$ cat src/rtl/iecw_pkg.sv
// Shared types and constants for the information-element channel width parser.
// No dependencies; the register stages, the element walker and the top level import this package.
`default_nettype none

package iecw_pkg;

  // Element ids and HT operation bit fields
  localparam logic [7:0] HT_OP_ID       = 8'd61;
  localparam logic [7:0] VHT_OP_ID      = 8'd192;
  localparam logic [7:0] HT_OFFSET_MASK = 8'h03;
  localparam logic [7:0] HT_WIDE_BIT    = 8'h04;

  // VHT channel width field values
  localparam logic [7:0] VHT_CW_20_40  = 8'd0;
  localparam logic [7:0] VHT_CW_80     = 8'd1;
  localparam logic [7:0] VHT_CW_160    = 8'd2;
  localparam logic [7:0] VHT_CW_80P80  = 8'd3;

  // Width codes on the result channel
  typedef enum logic [2:0] {
    W_NONE = 3'd0,
    W_20   = 3'd1,
    W_40   = 3'd2,
    W_80   = 3'd3,
    W_160  = 3'd4
  } width_t;

  // Kind of element being walked
  typedef enum logic [1:0] {
    KIND_OTHER = 2'd0,
    KIND_HT    = 2'd1,
    KIND_VHT   = 2'd2
  } kind_t;

  // One input beat held in the input register
  typedef struct packed {
    logic [7:0] ie_byte;
    logic       last_byte;
  } item_t;

  // Result handed from the parser to the output register
  typedef struct packed {
    logic   valid;
    width_t width;
  } res_t;

endpackage

`default_nettype wire

$ cat src/rtl/iecw_if.sv
// Valid/ready channel interfaces for the byte input and the width result.
// Depends on nothing; used by the top level and its input and result registers.
`default_nettype none

interface iecw_in_if;
  logic       valid;
  logic       ready;
  logic [7:0] ie_byte;
  logic       last_byte;

  modport source (output valid, output ie_byte, output last_byte, input ready);
  modport sink   (input valid, input ie_byte, input last_byte, output ready);
endinterface

interface iecw_out_if;
  logic       valid;
  logic       ready;
  logic [2:0] width_code;

  modport source (output valid, output width_code, input ready);
  modport sink   (input valid, input width_code, output ready);
endinterface

`default_nettype wire

$ cat src/rtl/iecw_in_stage.sv
// Input register: captures one byte beat and holds it until the parser takes it.
// Depends on iecw_pkg and iecw_in_if.
`default_nettype none

module iecw_in_stage
  import iecw_pkg::*;
(
  input  wire logic clk,
  input  wire logic rst_n,
  iecw_in_if.sink   in_ch,
  input  wire logic adv,       // parser consumes the held beat this cycle
  output logic      hold_valid,
  output item_t     hold_item
);

  logic  valid_r, valid_nxt;
  item_t item_r;
  logic  load;

  // Free slot or slot draining this cycle
  assign in_ch.ready = !valid_r || adv;
  assign load        = in_ch.valid && in_ch.ready;

  always_comb begin
    valid_nxt = valid_r;
    if (load) begin
      valid_nxt = 1'b1;
    end else if (adv) begin
      valid_nxt = 1'b0;
    end
  end

  always_ff @(posedge clk) begin
    if (!rst_n) begin
      valid_r <= 1'b0;
    end else begin
      valid_r <= valid_nxt;
    end
  end

  // Payload, no reset
  always_ff @(posedge clk) begin
    if (load) begin
      item_r.ie_byte   <= in_ch.ie_byte;
      item_r.last_byte <= in_ch.last_byte;
    end
  end

  assign hold_valid = valid_r;
  assign hold_item  = item_r;

endmodule

`default_nettype wire

$ cat src/rtl/iecw_parser.sv
// Element walker: id/length/body state and width tracking, one byte per step.
// Depends on iecw_pkg.
`default_nettype none

module iecw_parser
  import iecw_pkg::*;
(
  input  wire logic clk,
  input  wire logic rst_n,
  input  wire logic step,     // one byte processed this cycle
  input  item_t     item,
  output res_t      res
);

  typedef enum logic [1:0] {
    PH_ID   = 2'd0,
    PH_LEN  = 2'd1,
    PH_BODY = 2'd2
  } phase_t;

  phase_t     phase_r, phase_nxt;
  kind_t      kind_r, kind_nxt;
  logic [7:0] len_r, len_nxt;
  logic [7:0] cnt_r, cnt_nxt;
  width_t     comm_r, comm_nxt;
  width_t     pend_r, pend_nxt;
  logic       pv_r, pv_nxt;
  logic [7:0] b;
  logic       done;

  assign b = item.ie_byte;

  // Next state for one byte
  always_comb begin
    phase_nxt = phase_r;
    kind_nxt  = kind_r;
    len_nxt   = len_r;
    cnt_nxt   = cnt_r;
    comm_nxt  = comm_r;
    pend_nxt  = pend_r;
    pv_nxt    = pv_r;
    done      = 1'b0;

    unique case (phase_r)
      PH_LEN: begin
        len_nxt = b;
        cnt_nxt = '0;
        if (b == 8'd0) begin
          done = 1'b1;
        end else begin
          phase_nxt = PH_BODY;
        end
      end
      PH_BODY: begin
        if (kind_r == KIND_HT && cnt_r == 8'd1 && len_r >= 8'd2) begin
          pend_nxt = (((b & HT_WIDE_BIT) != 8'd0) && ((b & HT_OFFSET_MASK) != 8'd0))
                     ? W_40 : W_20;
          pv_nxt   = 1'b1;
        end else if (kind_r == KIND_VHT && cnt_r == 8'd0) begin
          unique case (b) inside
            VHT_CW_20_40: begin
              pend_nxt = (comm_r > W_40) ? comm_r : W_40;
              pv_nxt   = 1'b1;
            end
            VHT_CW_80: begin
              pend_nxt = W_80;
              pv_nxt   = 1'b1;
            end
            VHT_CW_160, VHT_CW_80P80: begin
              pend_nxt = W_160;
              pv_nxt   = 1'b1;
            end
            default: ;
          endcase
        end
        cnt_nxt = cnt_r + 8'd1;
        if (cnt_nxt >= len_r) begin
          done = 1'b1;
        end
      end
      default: begin
        // Expect id (unused phase code handled the same way)
        if (b == HT_OP_ID) begin
          kind_nxt = KIND_HT;
        end else if (b == VHT_OP_ID) begin
          kind_nxt = KIND_VHT;
        end else begin
          kind_nxt = KIND_OTHER;
        end
        pv_nxt    = 1'b0;
        pend_nxt  = W_NONE;
        phase_nxt = PH_LEN;
      end
    endcase

    // Element complete: commit pending update
    if (done) begin
      if (pv_nxt) begin
        comm_nxt = pend_nxt;
      end
      pv_nxt    = 1'b0;
      pend_nxt  = W_NONE;
      kind_nxt  = KIND_OTHER;
      len_nxt   = '0;
      cnt_nxt   = '0;
      phase_nxt = PH_ID;
    end
  end

  // Result on the final byte, taken after this byte's commit
  assign res.valid = step && item.last_byte;
  assign res.width = comm_nxt;

  always_ff @(posedge clk) begin
    if (!rst_n || (step && item.last_byte)) begin
      phase_r <= PH_ID;
      kind_r  <= KIND_OTHER;
      len_r   <= '0;
      cnt_r   <= '0;
      comm_r  <= W_NONE;
      pend_r  <= W_NONE;
      pv_r    <= 1'b0;
    end else if (step) begin
      phase_r <= phase_nxt;
      kind_r  <= kind_nxt;
      len_r   <= len_nxt;
      cnt_r   <= cnt_nxt;
      comm_r  <= comm_nxt;
      pend_r  <= pend_nxt;
      pv_r    <= pv_nxt;
    end
  end

endmodule

`default_nettype wire

$ cat src/rtl/iecw_out_stage.sv
// Result register: holds the width code until the sink takes the beat.
// Depends on iecw_pkg and iecw_out_if.
`default_nettype none

module iecw_out_stage
  import iecw_pkg::*;
(
  input  wire logic  clk,
  input  wire logic  rst_n,
  input  res_t       res,
  output logic       room,     // a new result can be loaded this cycle
  iecw_out_if.source out_ch
);

  logic   valid_r, valid_nxt;
  width_t width_r;

  assign room = !valid_r || out_ch.ready;

  always_comb begin
    valid_nxt = valid_r;
    if (res.valid) begin
      valid_nxt = 1'b1;
    end else if (out_ch.ready) begin
      valid_nxt = 1'b0;
    end
  end

  always_ff @(posedge clk) begin
    if (!rst_n) begin
      valid_r <= 1'b0;
    end else begin
      valid_r <= valid_nxt;
    end
  end

  always_ff @(posedge clk) begin
    if (res.valid) begin
      width_r <= res.width;
    end
  end

  assign out_ch.valid      = valid_r;
  assign out_ch.width_code = width_r;

endmodule

`default_nettype wire

$ cat src/rtl/ie_channel_width_parser_core.sv
// A final byte passes from the input register through the element walker into the result register.
// Throughput: one byte per cycle; a non-final byte never waits on the result side.
// A final byte waits in the input register only while the result register is full
// and not being taken.
// Reset (synchronous, active low) empties both registers and clears the parse state.
// Top level: input register, element walker, result register. Depends on iecw_pkg, iecw_if.
`default_nettype none

module ie_channel_width_parser_core
  import iecw_pkg::*;
(
  input  wire logic  clk,
  input  wire logic  rst_n,
  iecw_in_if.sink    in_ch,
  iecw_out_if.source out_ch
);

  logic  hold_valid;
  item_t hold_item;
  logic  room;
  logic  adv;
  res_t  res;

  // Non-final bytes always move; a final byte needs room for its result
  assign adv = hold_valid && (!hold_item.last_byte || room);

  iecw_in_stage u_in (
    .clk        (clk),
    .rst_n      (rst_n),
    .in_ch      (in_ch),
    .adv        (adv),
    .hold_valid (hold_valid),
    .hold_item  (hold_item)
  );

  iecw_parser u_parser (
    .clk   (clk),
    .rst_n (rst_n),
    .step  (adv),
    .item  (hold_item),
    .res   (res)
  );

  iecw_out_stage u_out (
    .clk    (clk),
    .rst_n  (rst_n),
    .res    (res),
    .room   (room),
    .out_ch (out_ch)
  );

endmodule

`default_nettype wire

$ cat src/flat_wrapper.sv
// flat-port wrapper written by rule: the top's interface ports become plain ports
module ie_channel_width_parser_core_flat import iecw_pkg::*;
  (clk, rst_n, in_ch_valid, in_ch_ie_byte, in_ch_last_byte, in_ch_ready, out_ch_valid, out_ch_width_code, out_ch_ready);
  iecw_in_if in_ch_i ();
  iecw_out_if out_ch_i ();
  input  wire logic clk;
  input  wire logic rst_n;
  input wire logic [$bits(in_ch_i.valid)-1:0] in_ch_valid;
  input wire logic [$bits(in_ch_i.ie_byte)-1:0] in_ch_ie_byte;
  input wire logic [$bits(in_ch_i.last_byte)-1:0] in_ch_last_byte;
  output wire logic [$bits(in_ch_i.ready)-1:0] in_ch_ready;
  output wire logic [$bits(out_ch_i.valid)-1:0] out_ch_valid;
  output wire logic [$bits(out_ch_i.width_code)-1:0] out_ch_width_code;
  input wire logic [$bits(out_ch_i.ready)-1:0] out_ch_ready;
  assign in_ch_i.valid = in_ch_valid;
  assign in_ch_i.ie_byte = in_ch_ie_byte;
  assign in_ch_i.last_byte = in_ch_last_byte;
  assign in_ch_ready = in_ch_i.ready;
  assign out_ch_valid = out_ch_i.valid;
  assign out_ch_width_code = out_ch_i.width_code;
  assign out_ch_i.ready = out_ch_ready;
  ie_channel_width_parser_core u_core (.clk(clk), .rst_n(rst_n), .in_ch(in_ch_i), .out_ch(out_ch_i));
endmodule
$ cat config.mk
export PLATFORM = sky130hd
export DESIGN_NAME = ie_channel_width_parser_core_flat
export DESIGN_NICKNAME = d
export VERILOG_FILES = /design/src/rtl/iecw_pkg.sv /design/src/rtl/iecw_if.sv /design/src/rtl/iecw_in_stage.sv /design/src/rtl/iecw_parser.sv /design/src/rtl/iecw_out_stage.sv /design/src/rtl/ie_channel_width_parser_core.sv /design/src/flat_wrapper.sv
export SDC_FILE = /design/constraint.sdc
export NUM_CORES = 1
export LEC_CHECK = 0
export BUFFER_PORTS_ARGS = -buffer_cell sky130_fd_sc_hd__buf_2
export CORE_MARGIN = 2
export CORE_UTILIZATION = 64
export CTS_CLUSTER_SIZE = 40
export DETAILED_ROUTE_END_ITERATION = 10
export HOLD_SLACK_MARGIN = 0.15
export MAX_ROUTING_LAYER = met4
export PLACE_DENSITY = 0.95
export SLEW_MARGIN = 20
export SYNTH_ARGS = -nofsm -noshare
export SYNTH_HDL_FRONTEND = slang
export SYNTH_SLANG_ARGS = --single-unit
$ cat constraint.sdc
create_clock -name clk -period 8.2 [get_ports clk]
set_input_delay 1.64 -clock clk [delete_from_list [all_inputs] [get_ports clk]]
set_output_delay 1.64 -clock clk [all_outputs]
set_load 0.1 [all_outputs]
==> results of run 1 <==
[metrics by stage]
stage | hold slack (ns) | instances
after floorplan | 0.447 | 247
after global placement | 0.468 | 303
after detailed placement | 0.467 | 303
after CTS | 0.497 | 311
after global routing | 0.521 | 311
final | 0.495 | 311
[cells in the final DEF, fill, tap and decap left out, drive strengths merged, types with 4 or more instances in the layout]
cell type   n
dfxtp      29
a21oi      20
nand4       5
o21ai      12
a211oi      4
edfxtp     12
nor4        4
or2         4
clkbuf      6
o211ai      4
nand2b      5
a22o        8
nor2       17
buf        17
a21boi      4
nand2      15
nand3       8
ha         13
nor3       12
inv        19
[layer usage]
| layer | routed length (µm) | global-route usage [%] | vias to the layer above |
|---|---|---|---|
| li1 | - | - | 953 |
| met1 | 2040 | 31.3 | 917 |
| met2 | 2500 | 47.2 | 80 |
| met3 | 319 | 6.25 | 19 |
| met4 | 148 | 12.5 | 0 |
| met5 | 0 | - | - |
[power groups by stage]
| stage | Combinational (µW) | Sequential (µW) | Clock [µW] |
|---|---|---|---|
| 2_1_floorplan | 16.2 | 224 | 0 |
| 3_3_place_gp | 27.4 | 221 | 0 |
| 3_5_place_dp | 28.2 | 222 | 0 |
| 4_1_cts | 28.2 | 217 | 96.2 |
| 5_1_grt | 31.2 | 218 | 104 |
| 6_report | 28.7 | 217 | 94.6 |
[flip-flops by register name (all words and copies together) (netlist names), 2 cells and up]
register	cells
u_core.u_parser.len_r	8
u_core.u_parser.kind_r	2
u_core.u_parser.phase_r	2
u_core.u_parser.pend_r	3
u_core.u_in.hold_item	9
u_core.u_parser.cnt_r	8
u_core.u_parser.comm_r	3
u_core.u_out.out_ch.width_code	3
[layout make-up]
cell class / count / share of cell area [%]
clock inverter: 2 / 0.415
inverter: 19 / 2.96
clock buffer: 6 / 1.71
multi-input combinational: 180 / 49.9
sequential: 41 / 39.0
timing repair buffer: 17 / 3.53
tap: 46 / 2.39
[synthesized netlist by cell type, types with 4 or more instances]
cell type  count  area share [%]
nor2_1        17             2.8
nand4_1        5             1.4
nand2b_1       5             1.4
inv_1         19             3.2
a22o_1         8             3.1
nand2_1       15             2.5
ha_1          13             7.2
nand3_1        8             1.8
dfxtp_1       29              26
a21oi_1       20             4.4
nor3_1        12             2.7
nor4_1         4             1.1
edfxtp_1      12              16
o21ai_0       12             2.7
clkbuf_1       5            0.83
[tightest hold or removal path, delay by kind of cell, from the launching register on]
kind / cells / cell delay, ns
flops: 1 / 0.34
simple gates: 1 / 0.07
compound gates: 1 / 0.06
[path summary, 6_finish.rpt]
check	start	end	slack (ns)	depth (start not counted)
worst min register to register	u_core.u_parser.pend_r[2]	u_core.u_parser.pend_r[2]	0.50	2
worst max register to register	u_core.u_parser.cnt_r[0]	u_core.u_parser.len_r[5]	4.93	11
worst min-delay path	u_core.u_parser.pend_r[2]	u_core.u_parser.pend_r[2]	0.50	2
worst max-delay path	out_ch_ready	in_ch_ready	4.04	4
[cells by family (layout without fill, tap and decap cells)]
family / after synthesis / count (layout) / synth area share [%]
adders and majority gates: 13 / 13 / 7.23
and+or+nand+nor: 84 / 84 / 19.3
DFF: 41 / 41 / 41.8
AOI/OAI and AO/OA: 76 / 76 / 23.8
muxes: 3 / 3 / 1.50
buffers and inverters: 26 / 44 / 4.72
xor gates and xnor gates: 4 / 4 / 1.56
==> impl_metrics.py, run 1 <==
metrics = {
    "clock_tree": {
        "cts_sinks": 41,
        "hold_buffers": 0,
        "clk-insertion-delay-late_ns": 0.35,
        "cts_tree": "done",
        "cts_root_buffer": "clkbuf_4",
        "clk_pin_slew_ns": 0.11,
        "cts_buffers": 5,
        "h-tree-depth": 2,
        "postCtsResizedCells": 0,
        "cts_buffer_depth": 2,
        "post_cts_buffers": 0,
    },
    "global_routing": {
        "grt_pass1_vias": 1911,
        "grt_pass1_wl_um": 8580,
        "antenna_found_initial": 0,
        "track_usage_pct": 27.8,
        "grt-ovfl-total": 0,
        "grt_max_degree": 22,
    },
    "power": {
        "p_int_uw": 254,
        "clkPwrFrac_pct": 27.8,
        "p_switching_uw": 86.6,
        "power.leakage_uw": 0.000888,
        "power_density_mw_per_mm2": 141,
        "p_sw_share_pct": 25.4,
        "power_uw": 341,
        "pwr-share-comb_pct": 8.4,
        "power_frac_seq_pct": 63.8,
        "vdd_drop_max_mv": 0.124,
    },
    "sta": {
        "tightest_slew_ns": 0.883,
        "slew_headroom_pct": 40.6,
        "setup_viol": 0,
        "period_minus_slack_ns": 4.16,
        "setup_ws_ns": 4.04,
        "rsz0062_at_grt": "false",
        "fin_crit_sh_pct": 50.8,
        "tns_ns": 0,
        "drv_slew": 0,
        "fmax_mhz": 240,
        "clock_skew_ns": 0.0102,
        "finalHoldViolCount": 0,
    },
    "routing": {
        "via_per_inst": 6.33,
        "routedWlPerCell_um": 16.1,
        "route.detailed.drc": 0,
        "first_pass_iters": 5,
        "ant_nets": 0,
        "drt_iter0_markers": 147,
        "vias": 1969,
        "routed_wl_um": 5010,
    },
    "finish": {
        "nets": 290,
        "area_delta_synth_final_pct": 7.06,
        "final_core_util_pct": 71.7,
        "antenna_cells": 0,
        "postLayoutCellArea_mm2": 0.00241,
        "regArea_um2": 941,
        "n_fill_cell": 280,
        "multi_input_area_mm2": 0.00120,
        "drive_gt1_share_pct": 13.6,
    },
    "worst_setup_path": {
        "critPathRequiredTime_ns": 6.56,
        "endpoint_kind": "output pin",
        "crit_family": "simple AND/OR/NAND/NOR gates",
        "critPathSlowestCell": "or2_2",
        "path_class": "in2out",
        "cpMostUsedCell": "buf_2",
        "critical_path.cell_chain": "buf_2, nand2b_1, or2_2, buf_2",
        "cp_num_buf_inv": 2,
        "cp_max_fo": 3,
        "arrival_ns": 2.52,
        "critPathLaunchType": "input pin",
        "cp_slowest_stage_delay_ns": 0.32,
    },
    "synth": {
        "syn-instance-count": 247,
        "synthFlopType": "dfxtp_1",
        "synth_edf_count": 12,
        "ys_ff_latch": 41,
        "synth.avg_cell_area_um2": 9.11,
        "syn-num-nets": 273,
        "syn_area_mm2": 0.00225,
        "ys_warn_count": 0,
        "yosys.cell_types.count": 54,
        "ys_seq_area_share_pct": 41.8,
        "async_flop_share_pct": 0,
    },
    "die": {
        "die-width_um": 63.3,
        "ios": 18,
        "row_count": 21,
        "core_area_mm2": 0.00336,
        "die-area_mm2": 0.00401,
        "die_h_um": 63.3,
        "initial_utilization_pct": 66.9,
    },
    "placed_design": {
        "place_worst_setup_slack_ns": 4.03,
        "portBuffers": 17,
        "hpwlAfterDp_um": 3810,
        "placed_area_mm2": 0.00236,
        "gp_congestion": 1.01,
    },
    "min_path": {
        "hold_class": "reg2reg",
    },
    "outcome": {
        "status": "finished clean",
    },
    "job": {
        "drv_cap": 0,
    },
}
Note: power is estimated with default switching activity, not from simulation.
==> run 2: changes to the inputs <==
Settings changed: CORE_UTILIZATION 64 to 53, PLACE_DENSITY 0.95 to 0.86.
Clock period 8.2 ns to 3.7 ns, I/O delays scaled along.
==> run 2 against run 1 <==
  * First-iteration DRC count fell by 32%
  * Combinational power rose by 120%
  * Clock skew fell by 0.0022 ns
  * Non-clock buffer count rose by 1
  * Routed wire length fell by 1.7%
  * Register-to-register slack got worse by 4.4 ns
  * Final cell count rose by 1.6%
  * Sequential power rose by 120%
  * Clock power rose to 3.9 times the previous value
  * Total power rose to 2.7 times the previous value
==> impl_metrics.py, run 2 (synthesis results as in run 1) <==
metrics = {
    "sta": {
        "drv_slew": 0,
        "setup_viol": 0,
        "fmax_mhz": 314,
        "clock_skew_ns": 0.00802,
        "slew_headroom_pct": 46.9,
        "period_minus_slack_ns": 3.18,
        "rsz0062_at_grt": "false",
        "tns_ns": 0,
        "finalHoldViolCount": 0,
        "fin_crit_sh_pct": 86.0,
        "tightest_slew_ns": 0.790,
    },
    "clock_tree": {
        "post_cts_buffers": 0,
        "cts_root_buffer": "clkbuf_8",
        "h-tree-depth": 2,
        "postCtsResizedCells": 0,
        "clk-insertion-delay-late_ns": 0.30,
        "hold_buffers": 0,
        "clk_pin_slew_ns": 0.08,
        "cts_buffer_depth": 2,
        "cts_sinks": 41,
        "cts_tree": "done",
        "cts_buffers": 5,
    },
    "routing": {
        "ant_nets": 0,
        "routedWlPerCell_um": 15.6,
        "drt_iter0_markers": 100,
        "routed_wl_um": 4920,
        "route.detailed.drc": 0,
        "via_per_inst": 6.06,
        "first_pass_iters": 4,
        "vias": 1915,
    },
    "global_routing": {
        "grt_pass1_vias": 1872,
        "grt_pass1_wl_um": 8600,
        "track_usage_pct": 23.1,
        "grt_max_degree": 13,
        "grt-ovfl-total": 0,
        "antenna_found_initial": 0,
    },
    "worst_setup_path": {
        "cp_slowest_stage_delay_ns": 0.47,
        "cp.depth": 11,
        "critPathRequiredTime_ns": 3.75,
        "endpoint_kind": "flop",
        "worst_r2r_endpoint": "u_core.u_out.out_ch.width_code[0]",
        "cp_max_fo": 8,
        "reg2reg_slack_ns": 0.52,
        "crit_path_start": "u_core.u_parser.cnt_r[0]",
        "r2r_start": "u_core.u_parser.cnt_r[0]",
        "cp_num_buf_inv": 0,
        "ff2ff_path_depth": 11,
        "critical_path.cell_chain": "and3_1, nand3_1, nor2_1, xor2_1, ha_1, a21oi_1, o21a_1, o21ai_0, a21bo_2, o211ai_1, mux2_2",
        "critPathLaunchType": "flop",
        "path_class": "reg2reg",
        "crit_family": "compound AO/OA/AOI/OAI gates",
        "endpoint": "u_core.u_out.out_ch.width_code[0]",
        "critPathSlowestCell": "dfxtp_1",
        "arrival_ns": 3.23,
    },
    "finish": {
        "drive_gt1_share_pct": 13.9,
        "layout_commonest_cell": "dfxtp_1",
        "postLayoutCellArea_mm2": 0.00249,
        "antenna_cells": 0,
        "nets": 291,
        "area_delta_synth_final_pct": 10.5,
        "fin_cells": 316,
        "n_fill_cell": 362,
        "final_cell_mix": "dfxtp_1, a21oi_1, inv_1, nor2_1, buf_2",
        "largest_register_ffs": 9,
    },
    "placed_design": {
        "place_inst": 308,
        "portBuffers": 17,
        "gp_congestion": 0.912,
        "placed_area_mm2": 0.00237,
        "hpwlAfterDp_um": 3760,
    },
    "power": {
        "vdd_drop_max_mv": 0.287,
        "power_density_mw_per_mm2": 368,
        "power_uw": 916,
        "power.leakage_uw": 0.000919,
    },
    "die": {
        "ios": 18,
        "die-width_um": 69.2,
        "row_count": 23,
        "die-area_mm2": 0.00478,
        "initial_utilization_pct": 55.5,
        "die_h_um": 69.2,
        "core_area_mm2": 0.00406,
    },
    "outcome": {
        "status": "finished clean",
    },
    "min_path": {
        "hold_class": "reg2reg",
    },
    "job": {
        "drv_cap": 0,
    },
}
run 2: worst min-delay path by stage:
stage                     slack (ns)  cells after the start                       from                         to
after global placement          0.48                      2  u_core.u_parser.kind_r[0]  u_core.u_parser.kind_r[0]
final                           0.49                      2  u_core.u_parser.pend_r[2]  u_core.u_parser.pend_r[2]
after global routing            0.52                      2  u_core.u_parser.kind_r[1]  u_core.u_parser.kind_r[1]
after CTS                       0.49                      2  u_core.u_parser.pend_r[2]  u_core.u_parser.pend_r[2]
after floorplan                 0.45                      2  u_core.u_parser.pend_r[2]  u_core.u_parser.pend_r[2]
after detailed placement        0.47                      2  u_core.u_parser.pend_r[2]  u_core.u_parser.pend_r[2]
run 2: routing by layer:
| metal | wire length (µm) | global-route usage [%] | up-vias |
|---|---|---|---|
| li1 | - | - | 954 |
| met1 | 2090 | 27.4 | 884 |
| met2 | 2420 | 38.1 | 65 |
| met3 | 285 | 4.36 | 12 |
| met4 | 126 | 10.2 | 0 |
| met5 | 0 | - | - |
run 2: final cells by class:
class / instances / area, µm² / share of cell area [%]
Timing Repair Buffer: 18 / 92.6 / 3.72
Multi-Input combinational cell: 180 / 1200 / 48.4
Sequential cell: 41 / 941 / 37.8
Clock buffer: 7 / 86.3 / 3.47
Clock inverter: 1 / 30.0 / 1.21
Tap cell: 50 / 62.6 / 2.52
Inverter: 19 / 71.3 / 2.87
run 2: stage by stage:
step	utilization [%]	worst slack (ns)	hold WS [ns]
detailed placement	58.4	0.577	0.472
floorplan	-	0.912	0.447
global placement	58.4	0.703	0.476
global route	61.3	0.212	0.516
CTS	61.3	0.532	0.491
finish	61.3	0.518	0.495
run 2: report_power, final:
group	switching, µW	leakage [µW]	internal (µW)
combinational	43.5	0.000511	19.0
sequential	8.46	0.000350	472
clock	153	0.0000585	220
total	205	0.000919	711
run 2: worst register-to-register path, delay by kind of cell, from the launching register on:
kind	cells	cell delay, ns
adders and majority gates	1	0.28
xor gates and xnor gates	1	0.23
and+or+nand+nor	3	0.57
DFF	1	0.47
muxes	1	0.38
AOI/OAI and AO/OA	5	1.00
